===== config.mk =====
export PLATFORM = sky130hd
export DESIGN_NAME = length_prefixed_frame_sync_top
export DESIGN_NICKNAME = d
export VERILOG_FILES = /design/src/rtl/lpfs_pkg.sv /design/src/rtl/lpfs_front.sv /design/src/rtl/lpfs_queue.sv /design/src/rtl/length_prefixed_frame_sync_top.sv
export VERILOG_INCLUDE_DIRS = /design/src /design/src/rtl
export SDC_FILE = /design/constraint.sdc
export NUM_CORES = 1
export LEC_CHECK = 0
export BUFFER_PORTS_ARGS = -buffer_cell sky130_fd_sc_hd__buf_2
export CORE_ASPECT_RATIO = 1.2
export CORE_MARGIN = 2
export CORE_UTILIZATION = 60
export DETAILED_ROUTE_END_ITERATION = 8
export GPL_ROUTABILITY_DRIVEN = 0
export GPL_TIMING_DRIVEN = 0
export PLACE_DENSITY = 0.8
export SLEW_MARGIN = 20
export SYNTH_ARGS = -nofsm -noshare
export SYNTH_HDL_FRONTEND = slang
export SYNTH_SLANG_ARGS = --single-unit

===== constraint.sdc =====
create_clock -name clk -period 3.3 [get_ports clk]
set_input_delay 0.33 -clock clk [delete_from_list [all_inputs] [get_ports clk]]
set_output_delay 0.33 -clock clk [all_outputs]
set_load 0.02 [all_outputs]

===== src/rtl/assert_macros.svh =====
// assertion macros shared by the frame sync rtl
// no dependencies; included by modules that carry assertions
`ifndef ASSERT_MACROS_SVH
`define ASSERT_MACROS_SVH

// combinational invariant checked at every clock edge outside reset
`define LPFS_ASSERT_ALWAYS(label, clk, rst_n, expr) \
  label: assert property (@(posedge clk) disable iff (!rst_n) (expr)) \
    else $error("assertion failed");

// next-cycle implication checked outside reset
`define LPFS_ASSERT_NEXT(label, clk, rst_n, ante, cons) \
  label: assert property (@(posedge clk) disable iff (!rst_n) (ante) |=> (cons)) \
    else $error("assertion failed");

`endif


===== src/rtl/lpfs_pkg.sv =====
// shared types and constants for the length prefixed frame sync block
// no dependencies
package lpfs_pkg;

  // header is length low, length high, opcode
  localparam logic [15:0] HEAD_LEN       = 16'd3;
  localparam logic [1:0]  FILL_FULL      = 2'd2;
  localparam int          NUM_OPCODES    = 5;
  localparam logic [15:0] MAX_LENGTH_RST = 16'd256;
  localparam int          QUEUE_DEPTH    = 4;

  localparam int CFG_IDX_W  = 3;
  localparam int CFG_DATA_W = 16;

  // register indexes
  localparam logic [CFG_IDX_W-1:0] CFG_OPCODE_A   = 3'd0;
  localparam logic [CFG_IDX_W-1:0] CFG_OPCODE_B   = 3'd1;
  localparam logic [CFG_IDX_W-1:0] CFG_OPCODE_C   = 3'd2;
  localparam logic [CFG_IDX_W-1:0] CFG_OPCODE_D   = 3'd3;
  localparam logic [CFG_IDX_W-1:0] CFG_OPCODE_E   = 3'd4;
  localparam logic [CFG_IDX_W-1:0] CFG_MAX_LENGTH = 3'd5;

  // one result word
  typedef struct packed {
    logic [7:0]  payload_byte;
    logic [7:0]  frame_opcode;
    logic [15:0] frame_length;
    logic [15:0] byte_index;
    logic        last_byte;
  } out_word_t;

endpackage


===== src/rtl/lpfs_front.sv =====
// front end: header search over received bytes and tagging of payload bytes
// depends on lpfs_pkg and assert_macros.svh
`include "assert_macros.svh"

module lpfs_front (
  input  logic                                 clk,
  input  logic                                 rst_n,
  input  logic                                 push,
  input  logic [7:0]                           rx_byte,
  input  logic                                 cfg_we,
  input  logic [lpfs_pkg::CFG_IDX_W-1:0]       cfg_index,
  input  logic [lpfs_pkg::CFG_DATA_W-1:0]      cfg_data,
  output logic                                 wr_en,
  output lpfs_pkg::out_word_t                  wr_word
);

  logic [7:0]  opc_r [lpfs_pkg::NUM_OPCODES];
  logic [15:0] max_len_r;

  logic [15:0] win_r, win_nxt;
  logic [1:0]  fill_r, fill_nxt;
  logic        in_pay_r, in_pay_nxt;
  logic [15:0] rem_r, rem_nxt;
  logic [15:0] pos_r, pos_nxt;
  logic [15:0] len_r, len_nxt;
  logic [7:0]  op_r, op_nxt;

  logic        op_hit;
  logic        hdr_ok;
  logic        last;

  // configuration registers
  always_ff @(posedge clk) begin
    if (!rst_n) begin
      for (int i = 0; i < lpfs_pkg::NUM_OPCODES; i++) begin
        opc_r[i] <= 8'h00;
      end
      max_len_r <= lpfs_pkg::MAX_LENGTH_RST;
    end else if (cfg_we) begin
      unique case (cfg_index)
        lpfs_pkg::CFG_OPCODE_A:   opc_r[0]  <= cfg_data[7:0];
        lpfs_pkg::CFG_OPCODE_B:   opc_r[1]  <= cfg_data[7:0];
        lpfs_pkg::CFG_OPCODE_C:   opc_r[2]  <= cfg_data[7:0];
        lpfs_pkg::CFG_OPCODE_D:   opc_r[3]  <= cfg_data[7:0];
        lpfs_pkg::CFG_OPCODE_E:   opc_r[4]  <= cfg_data[7:0];
        lpfs_pkg::CFG_MAX_LENGTH: max_len_r <= cfg_data[15:0];
        default: ;
      endcase
    end
  end

  // opcode of a candidate header is the byte arriving now
  always_comb begin
    op_hit = 1'b0;
    for (int i = 0; i < lpfs_pkg::NUM_OPCODES; i++) begin
      if (opc_r[i] == rx_byte) op_hit = 1'b1;
    end
  end

  assign hdr_ok = (win_r >= lpfs_pkg::HEAD_LEN) && (win_r <= max_len_r) && op_hit;
  assign last   = (rem_r <= 16'd1);

  always_comb begin
    win_nxt    = win_r;
    fill_nxt   = fill_r;
    in_pay_nxt = in_pay_r;
    rem_nxt    = rem_r;
    pos_nxt    = pos_r;
    len_nxt    = len_r;
    op_nxt     = op_r;
    wr_en      = 1'b0;

    wr_word.payload_byte = rx_byte;
    wr_word.frame_opcode = op_r;
    wr_word.frame_length = len_r;
    wr_word.byte_index   = pos_r;
    wr_word.last_byte    = last;

    if (push) begin
      if (in_pay_r) begin
        wr_en   = 1'b1;
        pos_nxt = pos_r + 16'd1;
        if (last) begin
          rem_nxt    = 16'd0;
          in_pay_nxt = 1'b0;
          fill_nxt   = 2'd0;
          win_nxt    = 16'd0;
        end else begin
          rem_nxt = rem_r - 16'd1;
        end
      end else if (fill_r == 2'd0) begin
        win_nxt  = {8'h00, rx_byte};
        fill_nxt = 2'd1;
      end else if (fill_r == 2'd1) begin
        win_nxt  = {rx_byte, win_r[7:0]};
        fill_nxt = lpfs_pkg::FILL_FULL;
      end else if (hdr_ok) begin
        len_nxt    = win_r;
        op_nxt     = rx_byte;
        rem_nxt    = win_r - 16'd1;
        pos_nxt    = 16'd0;
        in_pay_nxt = 1'b1;
        fill_nxt   = 2'd0;
        win_nxt    = 16'd0;
      end else begin
        // slide by one byte
        win_nxt  = {rx_byte, win_r[15:8]};
        fill_nxt = lpfs_pkg::FILL_FULL;
      end
    end
  end

  always_ff @(posedge clk) begin
    if (!rst_n) begin
      win_r    <= 16'd0;
      fill_r   <= 2'd0;
      in_pay_r <= 1'b0;
      rem_r    <= 16'd0;
      pos_r    <= 16'd0;
      len_r    <= 16'd0;
      op_r     <= 8'h00;
    end else begin
      win_r    <= win_nxt;
      fill_r   <= fill_nxt;
      in_pay_r <= in_pay_nxt;
      rem_r    <= rem_nxt;
      pos_r    <= pos_nxt;
      len_r    <= len_nxt;
      op_r     <= op_nxt;
    end
  end

  `LPFS_ASSERT_ALWAYS(a_pay_has_rem, clk, rst_n, !in_pay_r || (rem_r != 16'd0))
  `LPFS_ASSERT_NEXT(a_last_ends_frame, clk, rst_n, push && in_pay_r && last,
                    !in_pay_r && (fill_r == 2'd0))

endmodule


===== src/rtl/lpfs_queue.sv =====
// back end: short result queue between the header search and the receiver
// depends on lpfs_pkg and assert_macros.svh
`include "assert_macros.svh"

module lpfs_queue #(
  parameter int DEPTH = lpfs_pkg::QUEUE_DEPTH
) (
  input  logic                clk,
  input  logic                rst_n,
  input  logic                push,
  input  lpfs_pkg::out_word_t push_word,
  input  logic                pop,
  output logic                full,
  output logic                empty,
  output lpfs_pkg::out_word_t head_word
);

  localparam int PTR_W = (DEPTH > 1) ? $clog2(DEPTH) : 1;
  localparam int CNT_W = $clog2(DEPTH + 1);
  localparam logic [PTR_W-1:0] PTR_LAST = PTR_W'(DEPTH - 1);
  localparam logic [CNT_W-1:0] CNT_FULL = CNT_W'(DEPTH);

  lpfs_pkg::out_word_t mem [DEPTH];

  logic [PTR_W-1:0] wr_ptr_r, wr_ptr_nxt;
  logic [PTR_W-1:0] rd_ptr_r, rd_ptr_nxt;
  logic [CNT_W-1:0] count_r, count_nxt;
  logic             push_acc;
  logic             pop_acc;

  assign full      = (count_r == CNT_FULL);
  assign empty     = (count_r == '0);
  assign push_acc  = push && !full;
  assign pop_acc   = pop && !empty;
  assign head_word = mem[rd_ptr_r];

  always_comb begin
    wr_ptr_nxt = wr_ptr_r;
    rd_ptr_nxt = rd_ptr_r;
    count_nxt  = count_r;
    if (push_acc) begin
      wr_ptr_nxt = (wr_ptr_r == PTR_LAST) ? '0 : wr_ptr_r + 1'b1;
    end
    if (pop_acc) begin
      rd_ptr_nxt = (rd_ptr_r == PTR_LAST) ? '0 : rd_ptr_r + 1'b1;
    end
    priority if (push_acc && !pop_acc) begin
      count_nxt = count_r + 1'b1;
    end else if (pop_acc && !push_acc) begin
      count_nxt = count_r - 1'b1;
    end else begin
      // both or neither: occupancy holds
      count_nxt = count_r;
    end
  end

  always_ff @(posedge clk) begin
    if (push_acc) begin
      mem[wr_ptr_r] <= push_word;
    end
  end

  always_ff @(posedge clk) begin
    if (!rst_n) begin
      wr_ptr_r <= '0;
      rd_ptr_r <= '0;
      count_r  <= '0;
    end else begin
      wr_ptr_r <= wr_ptr_nxt;
      rd_ptr_r <= rd_ptr_nxt;
      count_r  <= count_nxt;
    end
  end

  `LPFS_ASSERT_ALWAYS(a_count_bound, clk, rst_n, count_r <= CNT_FULL)
  `LPFS_ASSERT_NEXT(a_pop_drains, clk, rst_n, pop_acc && !push_acc,
                    CNT_W'(count_r + 1'b1) == $past(count_r))

endmodule


===== src/rtl/length_prefixed_frame_sync_top.sv =====
// top level of the length prefixed frame sync block
// depends on lpfs_pkg, lpfs_front and lpfs_queue
//
// usage:
// - input channel: a received serial byte is offered on in_rx_byte with
//   in_push; it is taken at a clock edge where in_push is high and in_full low
// - the block looks for a three byte header (length low, length high,
//   opcode); a header with length 3..max_length and a known opcode opens a
//   frame, anything else slides the search window by one byte
// - result channel: each payload byte of an open frame comes out as one word
//   with opcode, length, index and a last mark; the oldest word is on the
//   out_ ports while out_empty is low and leaves on an edge with out_pop high
// - config port: cfg_we writes cfg_data into register cfg_index (opcodes a..e
//   at 0..4, max_length at 5); write only while the block is idle
// - a payload word enters the queue at the edge that takes its byte
// - throughput: one byte per cycle; the header check is a handful of compares
//   in the front end; bytes are taken while words wait, until the queue fills
// - stall: when the receiver stops popping, the queue (QDEPTH words) fills
//   and in_full rises until a word is taken
// - reset: synchronous rst_n empties the queue, clears the search window and
//   frame state, and sets opcodes to 0 and max_length to 256
module length_prefixed_frame_sync_top #(
  parameter int QDEPTH = lpfs_pkg::QUEUE_DEPTH
) (
  input  logic                            clk,
  input  logic                            rst_n,
  // input byte channel
  input  logic                            in_push,
  output logic                            in_full,
  input  logic [7:0]                      in_rx_byte,
  // result channel
  output logic                            out_empty,
  input  logic                            out_pop,
  output logic [7:0]                      out_payload_byte,
  output logic [7:0]                      out_frame_opcode,
  output logic [15:0]                     out_frame_length,
  output logic [15:0]                     out_byte_index,
  output logic                            out_last_byte,
  // configuration writes
  input  logic                            cfg_we,
  input  logic [lpfs_pkg::CFG_IDX_W-1:0]  cfg_index,
  input  logic [lpfs_pkg::CFG_DATA_W-1:0] cfg_data
);

  logic                q_full;
  logic                in_acc;
  logic                wr_en;
  lpfs_pkg::out_word_t wr_word;
  lpfs_pkg::out_word_t head_word;

  // a byte is taken only while the queue has room for its word
  assign in_full = q_full;
  assign in_acc  = in_push && !q_full;

  lpfs_front u_front (
    .clk       (clk),
    .rst_n     (rst_n),
    .push      (in_acc),
    .rx_byte   (in_rx_byte),
    .cfg_we    (cfg_we),
    .cfg_index (cfg_index),
    .cfg_data  (cfg_data),
    .wr_en     (wr_en),
    .wr_word   (wr_word)
  );

  lpfs_queue #(
    .DEPTH (QDEPTH)
  ) u_queue (
    .clk       (clk),
    .rst_n     (rst_n),
    .push      (wr_en),
    .push_word (wr_word),
    .pop       (out_pop),
    .full      (q_full),
    .empty     (out_empty),
    .head_word (head_word)
  );

  assign out_payload_byte = head_word.payload_byte;
  assign out_frame_opcode = head_word.frame_opcode;
  assign out_frame_length = head_word.frame_length;
  assign out_byte_index   = head_word.byte_index;
  assign out_last_byte    = head_word.last_byte;

endmodule


==> results.toml, run 1 <==
[outcome]
status = "complete, no violations"

[yosys]
yosysTopAreaCell = "edfxtp_1"
synthFlopType = "edfxtp_1"
ys_warn_count = 0
seq_area_frac_synth = 0.653
synth_seq_cells = 336
ys_top_cells_by_area = "edfxtp_1 (51%), dfxtp_1 (14%), mux4_2 (7.9%)"
synth-edff-count = 236
synthDistinctLibCells = 55
syn_area_mm2 = 0.0139
syn_avg_cell_area_um2 = 14.0
yosysTopAreaCellShare = 0.509
synth_fp_nets = 1057
ys_async_sr_fraction = 0
synth_cells = 997

[timing]
tightest_slew_ns = 1.07
relSlewSlack = 0.280
slew_viol_final = 0
fmax_mhz = 319
rsz0062_at_grt = "no"
finClkSkew_ns = 0.0123
finalHoldViolations = 0
finalSetupViolCount = 0
final.setup.tns_ns = 0
period_needed_ns = 3.14
finalCritPeriodShare = 0.951

[final_layout]
postLayoutCoreUtil = 0.698
drive_gt1_frac = 0.189
final_cell_mix = "edfxtp_1 (236), dfxtp_1 (100), buf_2 (92), nor2_1 (76), nand2_1 (69)"
layout_commonest_cell = "edfxtp_1"
area_growth_pct = 15.2
final_nets = 1185
n_antenna_cell = 0

[route]
vias = 8768
detail_route.first_pass.iterations = 7
antenna_left = 0
wl_per_cell_um = 20.1
routed_via_density = 5.98
drt_iter0_drc = 957
routed_wl_um = 29500
drc = 0

[global_route]
first_global_vias = 8851
gr-total-overflow = 0
track_usage = 0.248
grt_antenna_before_repair = 0
grt_pass1_wl_um = 46900
grt_max_degree = 35

[cts]
post_cts_buffers = 0
path_clk_slew_ns = 0.07
cts_buffer_depth = 3
cts.sink_count = 336
numCtsBuffers = 31
h-tree-depth = 1
root_buffer = "clkbuf_16"
clk_latency_ns = 0.56
cts_tree = "built"

[critical_path]
critical_path_required_ns = 2.97
start_kind = "flop"
critPathKind = "reg2out"
crit_path_max_fanout = 10
end_kind = "output pin"
worstPathArrival_ns = 2.81

[floorplanning]
ios = 83
die_w_um = 143
fp.coreArea_mm2 = 0.0230
die_h_um = 171
initial_core_util = 0.606
rows = 61
die_area_mm2 = 0.0244

[hold_path]
hp-class = "in2reg"

[power_and_ir_drop]
power_leakage_nw = 5.53
power.density_mw_per_mm2 = 661
ir_drop_mv = 0.480

[flow_run]
maxCapViolCount = 0

[placement]
dp_hpwl_um = 19000
port-buffer-count = 82
[routing by layer]
layer | GRT usage | wire, um
met1 | 0.322 | 11600
met2 | 0.421 | 14700
met4 | 0.0986 | 1010
met5 | 0 | 0
met3 | 0.0400 | 2210
[metrics by stage]
step	cell area (um2)	instances	setup WS [ns]	hold WS (ns)	total power, mW
floorplan	13900	997	0.735	0.429	6.33
global placement	14700	1394	-0.454	0.444	6.83
global route	16000	1465	0.0185	0.0160	11.0
finish	16000	1465	0.161	0.0112	10.6
CTS	16000	1465	0.116	0.00253	10.7
detailed placement	14800	1398	0.195	0.447	6.88
[path summary, 6_finish.rpt]
check	startpoint	endpoint	slack, ns	cells past startpoint
worst max-delay path	flop	out_frame_opcode[5]	0.16	5
worst min-delay path	cfg_data[8]	u_front.max_len_r[8]$_SDFFE_PN1P_	0.01	3
worst max register to register	u_front.win_r[5]$_SDFFE_PN0P_	u_front.rem_r[12]$_SDFFE_PN0P_	0.18	10
worst min register to register	u_front.max_len_r[10]$_SDFFE_PN0P_	u_front.max_len_r[10]$_SDFFE_PN0P_	0.45	2
[cell families (layout without fill, tap and decap cells)]
| kind of cell | count (synthesis) | after routing | synth area share |
|---|---|---|---|
| flops | 336 | 336 | 0.653 |
| simple gates | 269 | 269 | 0.0943 |
| compound gates | 150 | 150 | 0.0670 |
| buf+inv | 81 | 234 | 0.0254 |
| mux | 76 | 76 | 0.0987 |
| xor+xnor | 57 | 57 | 0.0359 |
| fa+ha+maj | 28 | 28 | 0.0257 |
[registers in the layout, summed over array words and instances, names as in the netlist, named ones only]
register / cells
u_queue.wr_ptr_r: 2
u_front.fill_r: 2
u_front.op_r: 8
u_front.in_pay_r: 1
u_front.rem_r: 16
u_queue.mem: 196
u_queue.rd_ptr_r: 2
u_queue.count_r: 3
u_front.max_len_r: 16
u_front.len_r: 16
u_front.win_r: 16
u_front.pos_r: 16
u_front.opc_r: 40
[layout make-up]
| cell class | count | area [um2] |
|---|---|---|
| inverter | 30 | 113 |
| fill | 1555 | 6940 |
| multi-input combinational | 580 | 4500 |
| tap | 315 | 394 |
| clock buffer | 44 | 927 |
| buffer | 51 | 249 |
| sequential | 336 | 9090 |
| timing repair buffer | 95 | 581 |
| clock inverter | 14 | 189 |
[worst max-delay path, stage by stage, from the launching register on]
cell and delay [ns]:
dfxtp_1 0.31, clkbuf_1 0.26, clkdlybuf4s15_2 0.50, buf_2 0.43, mux4_2 0.58, buf_2 0.18
[cells in the mapped netlist, drive strengths merged, types with 3 or more instances]
cell and count:
and2 11, nand2b 6, nand2 69, a32oi 8
xor2 18, nand4 12, nor4 14, inv 30
dfxtp 100, o211ai 4, nor3 23, clkbuf 28
buf 23, a211oi 3, nor2 77, a21oi 65
nand3 17, a222oi 8, mux2i 27, o21ai 32
o31ai 6, mux4 49, or4 7, a22oi 3
or3 12, a21o 4, o22ai 5, ha 27
nor2b 4, xnor2 39, and3 9, edfxtp 236
[repair_timing]
action / CTS / global route
hold buffers: 9 / 0
resized for setup: 2 / 0
setup endpoints to repair: 10 / 0
hold endpoints to repair: 30 / 0
[power by group]
part | internal, mW | switching, mW | total [mW]
sequential | 4.58 | 0.125 | 4.70
combinational | 0.922 | 1.17 | 2.10
clock | 2.28 | 1.53 | 3.81
(Power assumes the default switching activity.)
==> inputs of run 2 (changes only) <==
CAP_MARGIN = 30   (was default)
CTS_BUF_LIST = sky130_fd_sc_hd__clkbuf_4 sky130_fd_sc_hd__clkbuf_8 sky130_fd_sc_hd__clkbuf_16   (was default)
MAX_ROUTING_LAYER = met4   (was default)
==> run 2 against run 1 <==
  * Die area is the same
  * Clock power shrank 6.6%
  * Wire length shrank 0.83%
  * Non-clock buffer count grew 11
  * Core utilization is essentially flat
  * Critical path depth is the same
  * Global-route usage grew 0.20 points
  * Critical path type unchanged
==> results.toml, run 2 (synthesis results as in run 1) <==
[final_layout]
n_antenna_cell = 0
regMostFlops = "u_queue.mem"
design_area_mm2 = 0.0160
largest_reg_flops = 196
reg_top3 = "u_queue.mem (196), u_front.opc_r (40)"
layout_commonest_cell = "edfxtp_1"
drive_gt1_frac = 0.190
final_nets = 1196
final_cell_mix = "edfxtp_1 (236), dfxtp_1 (100), buf_2 (95), nor2_1 (76), nand2_1 (69)"
area_growth_pct = 15.3
fill_cells = 1511

[power_and_ir_drop]
power_leakage_nw = 5.55
ir_drop_mv = 0.438
power.density_mw_per_mm2 = 647

[timing]
rsz0062_at_grt = "no"
period_needed_ns = 3.09
finalSetupViolCount = 0
final.setup.tns_ns = 0
fmax_mhz = 324
slew_viol_final = 0
finalHoldViolations = 0
tightest_slew_ns = 0.943
relSlewSlack = 0.365
holdWs_ns = 0.0182
layout_setup_ws_ns = 0.213
finalCritPeriodShare = 0.935
finClkSkew_ns = 0.0119

[global_route]
gr-total-overflow = 0
first_global_vias = 8736
grt_antenna_before_repair = 0
grt_pass1_wl_um = 46000
track_usage = 0.250
grt_max_degree = 35

[flow_run]
maxCapViolCount = 0

[placement]
dp_hpwl_um = 19000
dpl_worst_slack_ns = 0.197
port-buffer-count = 82
placed_area_mm2 = 0.0148

[floorplanning]
die_w_um = 143
rows = 61
initial_core_util = 0.606
die_h_um = 171
fp.coreArea_mm2 = 0.0230
die_area_mm2 = 0.0244
ios = 83

[critical_path]
worstPathArrival_ns = 2.76
r2r-start = "u_front.win_r[7]$_SDFFE_PN0P_"
critPathKind = "reg2out"
crit_path_max_fanout = 10
end_kind = "output pin"
start_kind = "flop"
critical_path_required_ns = 2.97

[hold_path]
worstHoldStart = "cfg_data[1]"
hp-class = "in2reg"

[route]
vias = 8848
routed_wl_um = 29200
wl_per_cell_um = 19.8
antenna_left = 0
routed_via_density = 6.00
detail_route.first_pass.iterations = 6
drt_iter0_drc = 832
drc = 0

[cts]
path_clk_slew_ns = 0.06
clk_latency_ns = 0.57
post_cts_buffers = 0
cts_buffer_depth = 3
cts.sink_count = 336
h-tree-depth = 1
numCtsBuffers = 31
cts_tree = "built"
root_buffer = "clkbuf_16"

[outcome]
status = "complete, no violations"
[run 2: critical path: stages, from the launching register on]
cell and delay [ns]:
dfxtp_1 0.30, clkbuf_1 0.22, clkdlybuf4s15_2 0.50, buf_2 0.42, mux4_2 0.57, buf_2 0.18
[run 2: power by group]
group          switching [mW]  leakage, nW  internal (mW)
Combinational            1.18         2.13          0.932
Sequential              0.125         2.91           4.58
Clock                    1.49        0.509           2.07
Total                    2.79         5.55           7.59
[run 2: path summary, 6_finish.rpt]
kind / endpoint / slack, ns / cells after the start
min: u_front.max_len_r[1]$_SDFFE_PN0P_ / 0.02 / 3
min reg2reg: u_front.max_len_r[13]$_SDFFE_PN0P_ / 0.45 / 2
max reg2reg: u_front.pos_r[10]$_SDFFE_PN0P_ / 0.24 / 9
max: out_payload_byte[6] / 0.21 / 5
[run 2: cell type report]
class	count	area (um2)	area share
flip-flops and latches	336	9090	0.566
well taps	315	394	0.0246
clock buffers	41	863	0.0538
plain buffers	50	245	0.0153
clock inverters	15	164	0.0102
repair buffers	107	681	0.0424
inverters	30	113	0.00702
multi-input cells	580	4500	0.280
[run 2: repair_timing]
action | in CTS | in global routing
endpoints found under the setup margin | 10 | 1
hold buffers | 17 | 0
resized for setup | 2 | 0
hold endpoints to repair | 41 | 0
[run 2: per-layer routing]
metal	GRT usage	up-vias	wire length [um]
li1	-	4068	-
met1	0.316	4283	11700
met2	0.417	422	14500
met3	0.0383	75	2170
met4	0.0870	0	878
met5	-	-	0
[run 2: through the flow]
stage | util | cells | total power, mW
2_1_floorplan | - | 997 | 6.33
3_3_place_gp | 0.641 | 1394 | 6.83
3_5_place_dp | 0.646 | 1400 | 6.87
4_1_cts | 0.698 | 1473 | 10.4
5_1_grt | 0.698 | 1474 | 10.8
6_report | 0.698 | 1474 | 10.4
